--- config.mk ---
export PLATFORM = sky130hd
export DESIGN_NAME = ema_deviation_trigger_unit
export DESIGN_NICKNAME = d
export VERILOG_FILES = /design/src/edt_pkg.sv /design/src/edt_div.sv /design/src/ema_deviation_trigger_unit.sv
export SDC_FILE = /design/constraint.sdc
export NUM_CORES = 2
export LEC_CHECK = 0
export BUFFER_PORTS_ARGS = -buffer_cell sky130_fd_sc_hd__buf_2
export CORE_MARGIN = 4
export CORE_UTILIZATION = 50
export CTS_BUF_LIST = sky130_fd_sc_hd__clkbuf_4
export DETAILED_ROUTE_END_ITERATION = 10
export GPL_ROUTABILITY_DRIVEN = 0
export GPL_TIMING_DRIVEN = 0
export PLACE_DENSITY = 0.7
export SETUP_SLACK_MARGIN = 0.4
export SYNTH_ARGS = -nofsm -noshare
export SYNTH_HDL_FRONTEND = slang
export SYNTH_SLANG_ARGS = --single-unit
--- constraint.sdc ---
create_clock -name clk_i -period 7.7 [get_ports clk_i]
set_input_delay 0.77 -clock clk_i [delete_from_list [all_inputs] [get_ports clk_i]]
set_output_delay 0.77 -clock clk_i [all_outputs]
set_load 0.01 [all_outputs]
--- src/edt_pkg.sv ---
`timescale 1ns / 1ps

package edt_pkg;

  localparam int CHANNELS     = 4;
  localparam int SAMPLE_BITS  = 10;
  localparam int FRAC_BITS    = 16;
  localparam int VAL_BITS     = SAMPLE_BITS + FRAC_BITS;
  localparam int CH_BITS      = 2;
  localparam int MODE_BITS    = 2;
  localparam int CFG_IDX_BITS = 2;
  localparam int ALPHA_BITS   = 17;
  localparam int THR_BITS     = VAL_BITS;
  localparam int INIT_BITS    = 16;
  localparam int CFG_BITS     = VAL_BITS;
  localparam int PROD_BITS    = ALPHA_BITS + VAL_BITS;
  localparam int STEP_BITS    = PROD_BITS - FRAC_BITS;
  localparam int DVD_BITS     = VAL_BITS + FRAC_BITS;
  localparam int DVS_BITS     = INIT_BITS;
  localparam int DIV_CNT_BITS = $clog2(DVD_BITS);

  localparam logic [ALPHA_BITS-1:0] ALPHA_ONE   = ALPHA_BITS'(65536);
  localparam logic [ALPHA_BITS-1:0] ALPHA_RESET = ALPHA_BITS'(6554);
  localparam logic [THR_BITS-1:0]   THR_RESET   = THR_BITS'(3276800);
  localparam logic [INIT_BITS-1:0]  INIT_RESET  = INIT_BITS'(64);
  localparam logic [PROD_BITS-1:0]  ROUND_HALF  = PROD_BITS'(32768);
  localparam logic [VAL_BITS-1:0]   VAL_MAX     = '1;
  localparam logic [CH_BITS-1:0]    CH_LAST     = CH_BITS'(CHANNELS - 1);

  localparam logic [CFG_IDX_BITS-1:0] CFG_ALPHA = 2'd0;
  localparam logic [CFG_IDX_BITS-1:0] CFG_THR   = 2'd1;
  localparam logic [CFG_IDX_BITS-1:0] CFG_INIT  = 2'd2;

  typedef enum logic [MODE_BITS-1:0] {
    MODE_SAMPLE = 2'd0,
    MODE_CAL    = 2'd1,
    MODE_CLEAR  = 2'd2
  } mode_e;

  typedef struct packed {
    logic                start;
    logic [DVD_BITS-1:0] dividend;
    logic [DVS_BITS-1:0] divisor;
  } div_req_t;

  typedef struct packed {
    logic                done;
    logic [DVD_BITS-1:0] quotient;
  } div_rsp_t;

endpackage

--- src/edt_div.sv ---
`timescale 1ns / 1ps

module edt_div (
  input  logic              clk_i,
  input  logic              rst_ni,
  input  edt_pkg::div_req_t req_i,
  output edt_pkg::div_rsp_t rsp_o
);
  import edt_pkg::*;

  logic                    busy_q, done_q;
  logic [DIV_CNT_BITS-1:0] cnt_q;
  logic [DVD_BITS-1:0]     work_q;
  logic [DVS_BITS-1:0]     dvs_q, rem_q;
  logic [DVS_BITS:0]       rem_sh, rem_sub;
  logic                    fits;

  // restoring division, one quotient bit per cycle
  assign rem_sh  = {rem_q, work_q[DVD_BITS-1]};
  assign fits    = rem_sh >= {1'b0, dvs_q};
  assign rem_sub = rem_sh - {1'b0, dvs_q};

  always_ff @(posedge clk_i or negedge rst_ni) begin
    if (!rst_ni) begin
      busy_q <= 1'b0;
      done_q <= 1'b0;
      cnt_q  <= '0;
    end else if (req_i.start) begin
      busy_q <= 1'b1;
      done_q <= 1'b0;
      cnt_q  <= '0;
    end else if (busy_q) begin
      cnt_q <= cnt_q + 1'b1;
      if (cnt_q == DIV_CNT_BITS'(DVD_BITS - 1)) begin
        busy_q <= 1'b0;
        done_q <= 1'b1;
      end
    end else begin
      done_q <= 1'b0;
    end
  end

  always_ff @(posedge clk_i) begin
    if (req_i.start) begin
      work_q <= req_i.dividend;
      dvs_q  <= req_i.divisor;
      rem_q  <= '0;
    end else if (busy_q) begin
      rem_q  <= fits ? rem_sub[DVS_BITS-1:0] : rem_sh[DVS_BITS-1:0];
      work_q <= {work_q[DVD_BITS-2:0], fits};
    end
  end

  assign rsp_o.done     = done_q;
  assign rsp_o.quotient = work_q;

endmodule

--- src/ema_deviation_trigger_unit.sv ---
`timescale 1ns / 1ps

// Moving-average deviation trigger for four multiplexed converter channels. One word is
// taken at a time: a sample outside calibration steps through distance, multiply,
// update, deviation compare and output load; a start-calibration, clear or calibration
// sample goes to output load directly or after its sum update. The channel-3 sample
// that ends calibration runs the shared restoring divider once per channel, so that
// word waits for every channel's division. The result waits in an output register; the next
// word is taken once the previous result has been loaded there.
module ema_deviation_trigger_unit (
  input  logic                                clk_i,
  input  logic                                rst_ni,
  input  logic                                cfg_we_i,
  input  logic [edt_pkg::CFG_IDX_BITS-1:0]    cfg_idx_i,
  input  logic [edt_pkg::CFG_BITS-1:0]        cfg_wdata_i,
  input  logic                                in_valid_i,
  output logic                                in_ready_o,
  input  logic [edt_pkg::MODE_BITS-1:0]       mode_i,
  input  logic [edt_pkg::CH_BITS-1:0]         channel_i,
  input  logic [edt_pkg::SAMPLE_BITS-1:0]     sample_i,
  output logic                                out_valid_o,
  input  logic                                out_ready_i,
  output logic [edt_pkg::CH_BITS-1:0]         out_channel_o,
  output logic [edt_pkg::VAL_BITS-1:0]        deviation_o,
  output logic                                triggered_o,
  output logic                                calibrating_o
);
  import edt_pkg::*;

  typedef enum logic [8:0] {
    S_IDLE   = 9'b000000001,
    S_CAL    = 9'b000000010,
    S_MAG    = 9'b000000100,
    S_MUL    = 9'b000001000,
    S_UPD    = 9'b000010000,
    S_DEV    = 9'b000100000,
    S_DSTART = 9'b001000000,
    S_DWAIT  = 9'b010000000,
    S_OUT    = 9'b100000000
  } state_e;

  state_e state_q, state_d;

  logic [ALPHA_BITS-1:0] alpha_q;
  logic [THR_BITS-1:0]   thr_q;
  logic [INIT_BITS-1:0]  init_q;

  logic [VAL_BITS-1:0]   avg_q [CHANNELS];
  logic [VAL_BITS-1:0]   cl_q  [CHANNELS];
  logic [VAL_BITS-1:0]   sum_q [CHANNELS];
  logic [INIT_BITS-1:0]  rounds_q;
  logic                  flag_q;

  logic [CH_BITS-1:0]     ch_q;
  logic [SAMPLE_BITS-1:0] x_q;
  logic                   ge_q;
  logic [VAL_BITS-1:0]    mag_q, dev_q;
  logic [PROD_BITS-1:0]   prod_q;

  logic                   out_valid_q;
  logic [CH_BITS-1:0]     out_ch_q;
  logic [VAL_BITS-1:0]    out_dev_q;
  logic                   out_trig_q, out_cal_q;

  logic                   acc, ch_ok, out_free;
  logic [VAL_BITS-1:0]    avg_rd, cl_rd, sum_rd, xq, dev_c, avg_new;
  logic [ALPHA_BITS-1:0]  a_eff;
  logic [PROD_BITS-1:0]   prod_d, prod_rnd;
  logic [STEP_BITS-1:0]   step;
  logic [VAL_BITS:0]      avg_wide, sum_wide;
  logic [DVS_BITS-1:0]    n_eff;
  div_req_t               div_req;
  div_rsp_t               div_rsp;

  assign in_ready_o = state_q == S_IDLE;
  assign acc        = in_valid_i && in_ready_o;
  assign ch_ok      = 32'(channel_i) < CHANNELS;
  assign out_free   = !out_valid_q || out_ready_i;

  // ch_q indexes every per-channel read; the divider loop reuses it and ends on the
  // last channel, which is also the channel of the word that ended calibration
  assign avg_rd = avg_q[ch_q];
  assign cl_rd  = cl_q[ch_q];
  assign sum_rd = sum_q[ch_q];
  assign xq     = {x_q, FRAC_BITS'(0)};

  assign a_eff    = alpha_q[ALPHA_BITS-1] ? ALPHA_ONE : alpha_q;
  assign prod_d   = a_eff * mag_q;
  assign prod_rnd = prod_q + ROUND_HALF;
  assign step     = prod_rnd[PROD_BITS-1:FRAC_BITS];
  assign avg_wide = ge_q ? {1'b0, avg_rd} + step : {1'b0, avg_rd} - step;
  assign avg_new  = avg_wide[VAL_BITS-1:0];
  assign dev_c    = avg_rd > cl_rd ? avg_rd - cl_rd : cl_rd - avg_rd;
  assign sum_wide = {1'b0, sum_rd} + (VAL_BITS + 1)'(x_q);

  assign n_eff            = (init_q == '0) ? DVS_BITS'(1) : init_q;
  assign div_req.start    = state_q == S_DSTART;
  assign div_req.divisor  = n_eff;
  assign div_req.dividend = {sum_rd, FRAC_BITS'(0)} + DVD_BITS'(n_eff >> 1);

  edt_div u_div (
    .clk_i  (clk_i),
    .rst_ni (rst_ni),
    .req_i  (div_req),
    .rsp_o  (div_rsp)
  );

  always_comb begin
    state_d = state_q;
    case (state_q)
      S_IDLE: begin
        if (acc) begin
          if (mode_i == MODE_SAMPLE && ch_ok) begin
            state_d = (rounds_q == '0) ? S_MAG : S_CAL;
          end else begin
            state_d = S_OUT;
          end
        end
      end
      S_CAL: begin
        if (ch_q == CH_LAST && rounds_q == INIT_BITS'(1)) begin
          state_d = S_DSTART;
        end else begin
          state_d = S_OUT;
        end
      end
      S_MAG:    state_d = S_MUL;
      S_MUL:    state_d = S_UPD;
      S_UPD:    state_d = S_DEV;
      S_DEV:    state_d = S_OUT;
      S_DSTART: state_d = S_DWAIT;
      S_DWAIT: begin
        if (div_rsp.done) begin
          state_d = (ch_q == CH_LAST) ? S_OUT : S_DSTART;
        end
      end
      S_OUT: begin
        if (out_free) begin
          state_d = S_IDLE;
        end
      end
      default: state_d = S_IDLE;
    endcase
  end

  always_ff @(posedge clk_i or negedge rst_ni) begin
    if (!rst_ni) begin
      state_q     <= S_IDLE;
      alpha_q     <= ALPHA_RESET;
      thr_q       <= THR_RESET;
      init_q      <= INIT_RESET;
      rounds_q    <= '0;
      flag_q      <= 1'b0;
      out_valid_q <= 1'b0;
      for (int i = 0; i < CHANNELS; i++) begin
        avg_q[i] <= '0;
        cl_q[i]  <= '0;
        sum_q[i] <= '0;
      end
    end else begin
      state_q <= state_d;
      if (cfg_we_i) begin
        case (cfg_idx_i)
          CFG_ALPHA: alpha_q <= cfg_wdata_i[ALPHA_BITS-1:0];
          CFG_THR:   thr_q   <= cfg_wdata_i[THR_BITS-1:0];
          CFG_INIT:  init_q  <= cfg_wdata_i[INIT_BITS-1:0];
          default: ;
        endcase
      end
      if (acc && mode_i == MODE_CAL) begin
        rounds_q <= init_q;
        for (int i = 0; i < CHANNELS; i++) begin
          cl_q[i]  <= '0;
          sum_q[i] <= '0;
        end
      end
      if (acc && mode_i == MODE_CLEAR) begin
        flag_q <= 1'b0;
      end
      if (state_q == S_CAL) begin
        // saturating per-channel sum
        sum_q[ch_q] <= sum_wide[VAL_BITS] ? VAL_MAX : sum_wide[VAL_BITS-1:0];
        if (ch_q == CH_LAST) begin
          rounds_q <= rounds_q - 1'b1;
        end
      end
      if (state_q == S_UPD) begin
        avg_q[ch_q] <= avg_new;
      end
      if (state_q == S_DEV && dev_c > thr_q) begin
        flag_q <= 1'b1;
      end
      if (state_q == S_DWAIT && div_rsp.done) begin
        cl_q[ch_q] <= (div_rsp.quotient[DVD_BITS-1:VAL_BITS] != '0) ? VAL_MAX
                                                                    : div_rsp.quotient[VAL_BITS-1:0];
      end
      if (state_q == S_OUT && out_free) begin
        out_valid_q <= 1'b1;
      end else if (out_ready_i) begin
        out_valid_q <= 1'b0;
      end
    end
  end

  always_ff @(posedge clk_i) begin
    if (acc) begin
      ch_q  <= channel_i;
      x_q   <= sample_i;
      dev_q <= '0;
    end
    // ch_q goes to zero for the divider loop only when the last channel ended calibration
    if (state_q == S_CAL && ch_q == CH_LAST && rounds_q == INIT_BITS'(1)) begin
      ch_q <= '0;
    end
    if (state_q == S_DWAIT && div_rsp.done && ch_q != CH_LAST) begin
      ch_q <= ch_q + 1'b1;
    end
    if (state_q == S_MAG) begin
      ge_q  <= xq >= avg_rd;
      mag_q <= (xq >= avg_rd) ? xq - avg_rd : avg_rd - xq;
    end
    if (state_q == S_MUL) begin
      prod_q <= prod_d;
    end
    if (state_q == S_DEV) begin
      dev_q <= dev_c;
    end
    if (state_q == S_OUT && out_free) begin
      out_ch_q   <= ch_q;
      out_dev_q  <= dev_q;
      out_trig_q <= flag_q;
      out_cal_q  <= rounds_q != '0;
    end
  end

  assign out_valid_o   = out_valid_q;
  assign out_channel_o = out_ch_q;
  assign deviation_o   = out_dev_q;
  assign triggered_o   = out_trig_q;
  assign calibrating_o = out_cal_q;

  a_dev_only_free_running: assert property (@(posedge clk_i) disable iff (!rst_ni)
    out_valid_o && deviation_o != '0 |-> !calibrating_o)
    else $error("nonzero deviation reported during calibration");

  a_clear_drops_flag: assert property (@(posedge clk_i) disable iff (!rst_ni)
    acc && mode_i == MODE_CLEAR |=> !flag_q)
    else $error("trigger flag survived a clear word");

  a_cal_loads_rounds: assert property (@(posedge clk_i) disable iff (!rst_ni)
    acc && mode_i == MODE_CAL |=> rounds_q == $past(init_q))
    else $error("round counter not loaded on calibration start");

  a_div_done_in_wait: assert property (@(posedge clk_i) disable iff (!rst_ni)
    div_rsp.done |-> state_q == S_DWAIT)
    else $error("divider finished outside its wait state");

  a_div_only_after_cal: assert property (@(posedge clk_i) disable iff (!rst_ni)
    state_q == S_DSTART |-> rounds_q == '0)
    else $error("centerline division started with rounds remaining");

endmodule
# == After elaboration in Yosys (flattened, before gate mapping) ==
# Index checks and enable logic that the tools add are counted.
# word_totals
output_inout_bits,32
latchBits,0
wordCells,162
ram_bits,0
romBits,0
mem_count,0
regBits,617
in_bits,47
# op_classes
mux,56
multipliers,1
bitwise_logic,1
div,0
shift,0
addsub,13
reduce_logical,28
n_eq_ne,21
n_lt_le_gt_ge,6
# ops
operator,n
2-to-1 mux 104 bit,4
2-to-1 mux 26 bit,14
bitwise mux 104 bit,3
binary-select mux 26 bit (select 2 bit),3
subtractor 26 bit,5
2-to-1 mux 42 bit,2
one-hot mux 9 bit (9 select lines),1
2-to-1 mux 16 bit,5
2-to-1 mux 9 bit,6
demux 26 bit (select 2 bit),1
greater-than comparator 26 bit,2
adder 42 x 15 -> 42 bit,1
"adder 42 x 16 -> 42 bit, second input constant",1
multiplier 17 x 26 -> 42 bit,1
logical NOT 16 bit,2
nonzero test 16 bit,2
adder 26 x 10 -> 27 bit,1
adder 26 bit,1
>= comparator 26 bit,1
>= comparator 17 x 16 -> 1 bit,1
2-to-1 mux 17 bit,1
"== test 16 x 1 -> 1 bit, second input constant",1
"subtractor 16 x 1 -> 16 bit, second input constant",1
subtractor 16 bit,1
32 further kinds,65

# == Depth between registers and ports, before layout ==
# depth
depth_word,9
ltp_mapped,32
mapped_depth_nobuf,25

# == By module ==
# Synthesis repeated with hierarchy kept, for this count alone.
# unflattened
hier_cells,4727
hier_area_um2,46716.1
# modules_own_cells
module,seq_area_each_um2,n_inst,area_each_um2,cells_each
ema_deviation_trigger_unit,13638.1,1,42359.4,4355
edt_div,2262.2,1,4356.7,372

# == Worst setup path before layout ==
# OpenSTA, ideal clock, no wires.
# synth_timing
path_type,reg-to-reg
start,register ch_q[0]
end,register flag_q
arrival_ns,6.964
required_time_ns,7.576
synth_period_minus_slack_ns,7.088
path_slack_ns,0.612
path_stages_with_launch,32
cell_sequence,edfxtp_1 buf_6 buf_4 buf_4 buf_2 buf_1 buf_1 mux4_2 ha_1 clkbuf_1 a21oi_1 o21ai_0 a211o_1 o22a_1 o2111ai_1 a21o_1 clkbuf_1 buf_1 nor3_1 a21oi_1 xnor2_1 ha_1 a21o_1 a21o_1 a21o_1 a21o_1 a21o_1 a21o_1 a21oi_1 a311oi_1 a21oi_1 nand2_1
# synth_via
elab_chain_cells,9
word_cells_on_any_way,15
# synth_lines
item,line,rtl
start: declaration,ema_deviation_trigger_unit.sv:54,logic [CH_BITS-1:0] ch_q;
start signal: assignment,ema_deviation_trigger_unit.sv:207,ch_q <= channel_i;
start signal: assignment,ema_deviation_trigger_unit.sv:216,ch_q <= ch_q + 1'b1;
NOT 2 -> 3 bit (implied by the code) (*),"ema_deviation_trigger_unit.sv:82, ema_deviation_trigger_unit.sv:83",
"binary-select mux 26 bit (select 2 bit), on equally long branches","ema_deviation_trigger_unit.sv:83, ema_deviation_trigger_unit.sv:82",
"2-to-1 mux 26 bit, on equally long branches (2 in series)","ema_deviation_trigger_unit.sv:83, ema_deviation_trigger_unit.sv:82",
subtractor 26 bit / greater-than comparator 26 bit (equally long branches),ema_deviation_trigger_unit.sv:93,assign dev_c = avg_rd > cl_rd ? avg_rd - cl_rd : cl_rd - avg_rd;
2-to-1 mux 26 bit (*),ema_deviation_trigger_unit.sv:93,
named net dev_c[19],ema_deviation_trigger_unit.sv:66,"logic [VAL_BITS-1:0] avg_rd, cl_rd, sum_rd, xq, dev_c, avg_new;"
greater-than comparator 26 bit (*),ema_deviation_trigger_unit.sv:190,if (state_q == S_DEV && dev_c > thr_q) begin
logical AND 1 bit (*),ema_deviation_trigger_unit.sv:190,
2-to-1 mux 1 bit / nonzero test 2 bit (equally long branches),-,
end signal: assignment,ema_deviation_trigger_unit.sv:153,flag_q <= 1'b0;
end signal: assignment,ema_deviation_trigger_unit.sv:178,flag_q <= 1'b0;
end signal: assignment,ema_deviation_trigger_unit.sv:191,flag_q <= 1'b1;
end: declaration,ema_deviation_trigger_unit.sv:52,logic flag_q;
# The timed path passes the listed nets; every way through them passes the cells marked *. The select of a mux whose other input is x is not followed.
# A chain may end at the register's enable or synchronous reset.

# == Worst setup path in the final report ==
# layout_timing
start,register alpha_q[16]
end,"register prod_q[37], data pin"
# layout_via
elab_chain_cells,2
# layout_lines
item,line,rtl
start: declaration,ema_deviation_trigger_unit.sv:44,logic [ALPHA_BITS-1:0] alpha_q;
start signal: assignment,ema_deviation_trigger_unit.sv:164,CFG_ALPHA: alpha_q <= cfg_wdata_i[ALPHA_BITS-1:0];
2-to-1 mux 17 bit,ema_deviation_trigger_unit.sv:87,assign a_eff = alpha_q[ALPHA_BITS-1] ? ALPHA_ONE : alpha_q;
multiplier 17 x 26 -> 42 bit,ema_deviation_trigger_unit.sv:88,assign prod_d = a_eff * mag_q;
named net prod_d[37],ema_deviation_trigger_unit.sv:68,"logic [PROD_BITS-1:0] prod_d, prod_rnd;"
end signal: assignment,ema_deviation_trigger_unit.sv:223,prod_q <= prod_d;
end: declaration,ema_deviation_trigger_unit.sv:58,logic [PROD_BITS-1:0] prod_q;
# The timed path passes the listed nets, and every way through them passes these cells.

==> metrics.txt <==
status complete, no violations; Finished Layout Cells 6427; setup TNS 0 ns; share of cells above drive strength 1 13.2%; PortBufs 78; P per Cell Area 302 mW/mm²; syn_nets 5462; largest net degree at the start of global routing 127; Main synth FF type dfrtp_1; drt pass-1 iters 5; Placed Cells incl. Taps 6053; Core Rows 111; mapped cell area 0.0461 mm²; Rel. slew slack 10.0%; worst-margin pin slew 1.35 ns; max-cap viol count 0; Die ar. 0.0970 mm²; total CTS buffers 158; most frequent cells in the layout nand2_1 (781), inv_1 (587), dfrtp_1 (393); TritonCTS Sinks 602; part of the power in the clock network 19.2%; Antenna Nets Post-Route 0; Nets 5786; worst vdd rail ir drop 274 µV; number of global-route vias before repair 37327; Die H 311 µm; DRC 0; drt wl/cell 20.5 µm; main area contributors after synthesis dfrtp_1 (21%), fa_1 (16%), edfxtp_1 (12%); Max clock buf depth 3; DP HPWL 100 mm; Core Area 0.0915 mm²; Clock Latency Late Sink 1.11 ns; Comb pwr share 52.9%; Netlist cell types 82; synth warn 0; top-area cell type share of the netlist area 21.4%; Slew Viols, Final 0; root buffer cell clkbuf_4; P_sw 0.00676 W; cell internal pwr 0.00881 W; initial antenna violation count 7; Hold Fails Final Rpt 0; sw frac 43.4%; Initial Util 50.3%; number of synthesized register bits 602; layout overhead on the synthesized area 11.9%; Total Power 0.0156 W; number of DRC markers in iteration 0 2845; Critical Path Sink Type flop; Arrival @ worst endpoint 7.90 ns; critical path required time 8.46 ns; Setup violations, final 0; Avg Inst Size Synth 9.62 µm²; share of the yosys chip area belonging to registers 34.5%; asr flop ratio synth 67.4%; worst min path class input pin to flop; Period Utilization, post-route 92.7%; Vias 36426; Syn Inst Count 4785; crit start category flop; most common cell after layout, fill and taps aside nand2_1; post-route minimum period 7.13 ns; Clock Pin Slew Worst Setup and Hold Paths 0.06 ns; Total GRT Usage 27.3%; RSZ-0062 raised after global routing true; Leakage Power 24.3 nW; CP max FO 10; power share of the sequential group 27.9%; H-Tree Depth 4; Vias/cell 5.67; die span in x 311 µm; grt ovf 0; first-pass GRT wire length 208 mm; Critical Setup Path Class flop to flop; Min Hold Slack 0.125 ns; FMAX 140 MHz; routed wire length 132 mm; Post-synth EDFFs 180; CTS tree built; Yosys top cell by area dfrtp_1; # IOs 79; Fin Clk Skew 0.0877 ns
-- worst max-delay path, stage by stage (launching register included) --
cell and delay, ns:
dfrtp_2 0.48, buf_8 0.19, nor2b_4 0.27, clkbuf_2 0.37, nand2_1 0.14, fa_1 0.52
inv_1 0.06, fa_1 0.56, fa_1 0.45, fa_1 0.49, fa_1 0.50, inv_1 0.05
fa_1 0.48, inv_1 0.05, ha_1 0.38, o21a_1 0.17, o2111ai_1 0.12, nor4_1 0.63
o21ai_0 0.21, nand2_2 0.21, o41ai_4 0.09, buf_4 0.16, nor2b_1 0.10, nor2_1 0.05
xnor2_1 0.13
-- final cells by class --
cell class | instances | area (µm²)
Antenna cell | 8 | 20.0
Buffer | 245 | 1340
Clock buffer | 227 | 1700
Clock inverter | 57 | 418
Fill cell | 8018 | 40000
Inverter | 588 | 2210
Multi-Input combinational cell | 3350 | 27200
Sequential cell | 602 | 15900
Tap cell | 1186 | 1480
Timing Repair Buffer | 164 | 1280
-- power groups by stage --
stage / Clock (W) / Combinational, W / Sequential [W]
global placement: 0 / 0.00763 / 0.00437
floorplan: 0 / 0.00555 / 0.00425
CTS: 0.00306 / 0.00803 / 0.00433
finish: 0.00299 / 0.00824 / 0.00434
detailed placement: 0 / 0.00774 / 0.00439
global route: 0.00322 / 0.00910 / 0.00439
-- stage by stage --
| stage | area (µm²) | setup WS (ns) | util, % |
|---|---|---|---|
| floorplan | 46100 | 0.612 | - |
| global placement | 47900 | -2.31 | 52.4 |
| detailed placement | 48100 | -1.94 | 52.5 |
| CTS | 51000 | 0.352 | 55.8 |
| global route | 51500 | 0.365 | 56.3 |
| finish | 51500 | 0.566 | 56.3 |
-- synth_stat cells, types with 19 or more instances --
library cell,instances
nand2_1,783
inv_1,587
dfrtp_1,394
o21ai_0,387
fa_1,362
ha_1,268
nor2_1,220
clkbuf_1,216
edfxtp_1,180
and2_1,177
a21oi_1,165
xnor2_1,122
mux2_2,86
nand3_1,77
mux4_2,74
a21o_1,68
xor2_1,58
nor3_1,52
nor2b_1,43
and3_1,33
nand4_1,33
mux2i_1,27
nand2b_1,23
nor4_1,22
o21a_1,21
a22o_1,20
a31oi_1,19
o21bai_1,19
-- worst paths after layout --
kind                              endpoint        start  slack [ns]  cells after the start
max                             prod_q[37]  alpha_q[16]        0.57                     24
min                             state_q[2]    mode_i[1]        0.13                      3
max reg2reg                     prod_q[37]  alpha_q[16]        0.57                     24
min reg2reg                deviation_o[11]    dev_q[11]        0.40                      0
max in group asynchronous        avg_q[94]       rst_ni        6.28                      3
min in group asynchronous        sum_q[56]       rst_ni        0.29                      2
-- cell families after synthesis --
kind of cell / after synthesis / synth area share, %
DFF: 602 / 34.5
muxes: 188 / 6.37
buffers and inverters: 833 / 6.88
adders and majority gates: 630 / 23.0
AOI/OAI and AO/OA: 817 / 10.5
xor gates and xnor gates: 180 / 3.42
and+or+nand+nor: 1535 / 15.3
-- metal layers --
layer | GRT usage [%] | part of all wire (%)
met4 | 10.9 | 4.1
met5 | 0 | 0.017
met1 | 34.9 | 40
met3 | 6.16 | 8.2
met2 | 45.2 | 48
-- state kept, by name, summed over array words and instances, names as in the netlist, 16 cells and up --
signal / cells
alpha_q: 17
avg_q: 104
cl_q: 104
dev_q: 26
deviation_o: 26
init_q: 16
mag_q: 26
prod_q: 27
rounds_q: 16
sum_q: 104
thr_q: 26
u_div.dvs_q: 16
u_div.rem_q: 16
u_div.work_q: 42
-- what timing repair did --
action	CTS	global route
hold buffers	43	0
resized for setup	150	134
endpoints found under the hold margin	150	0
buffers inserted	11	27
setup endpoints to repair	53	16
pin swaps	1	7
Note: power is estimated with default switching activity, not from simulation.
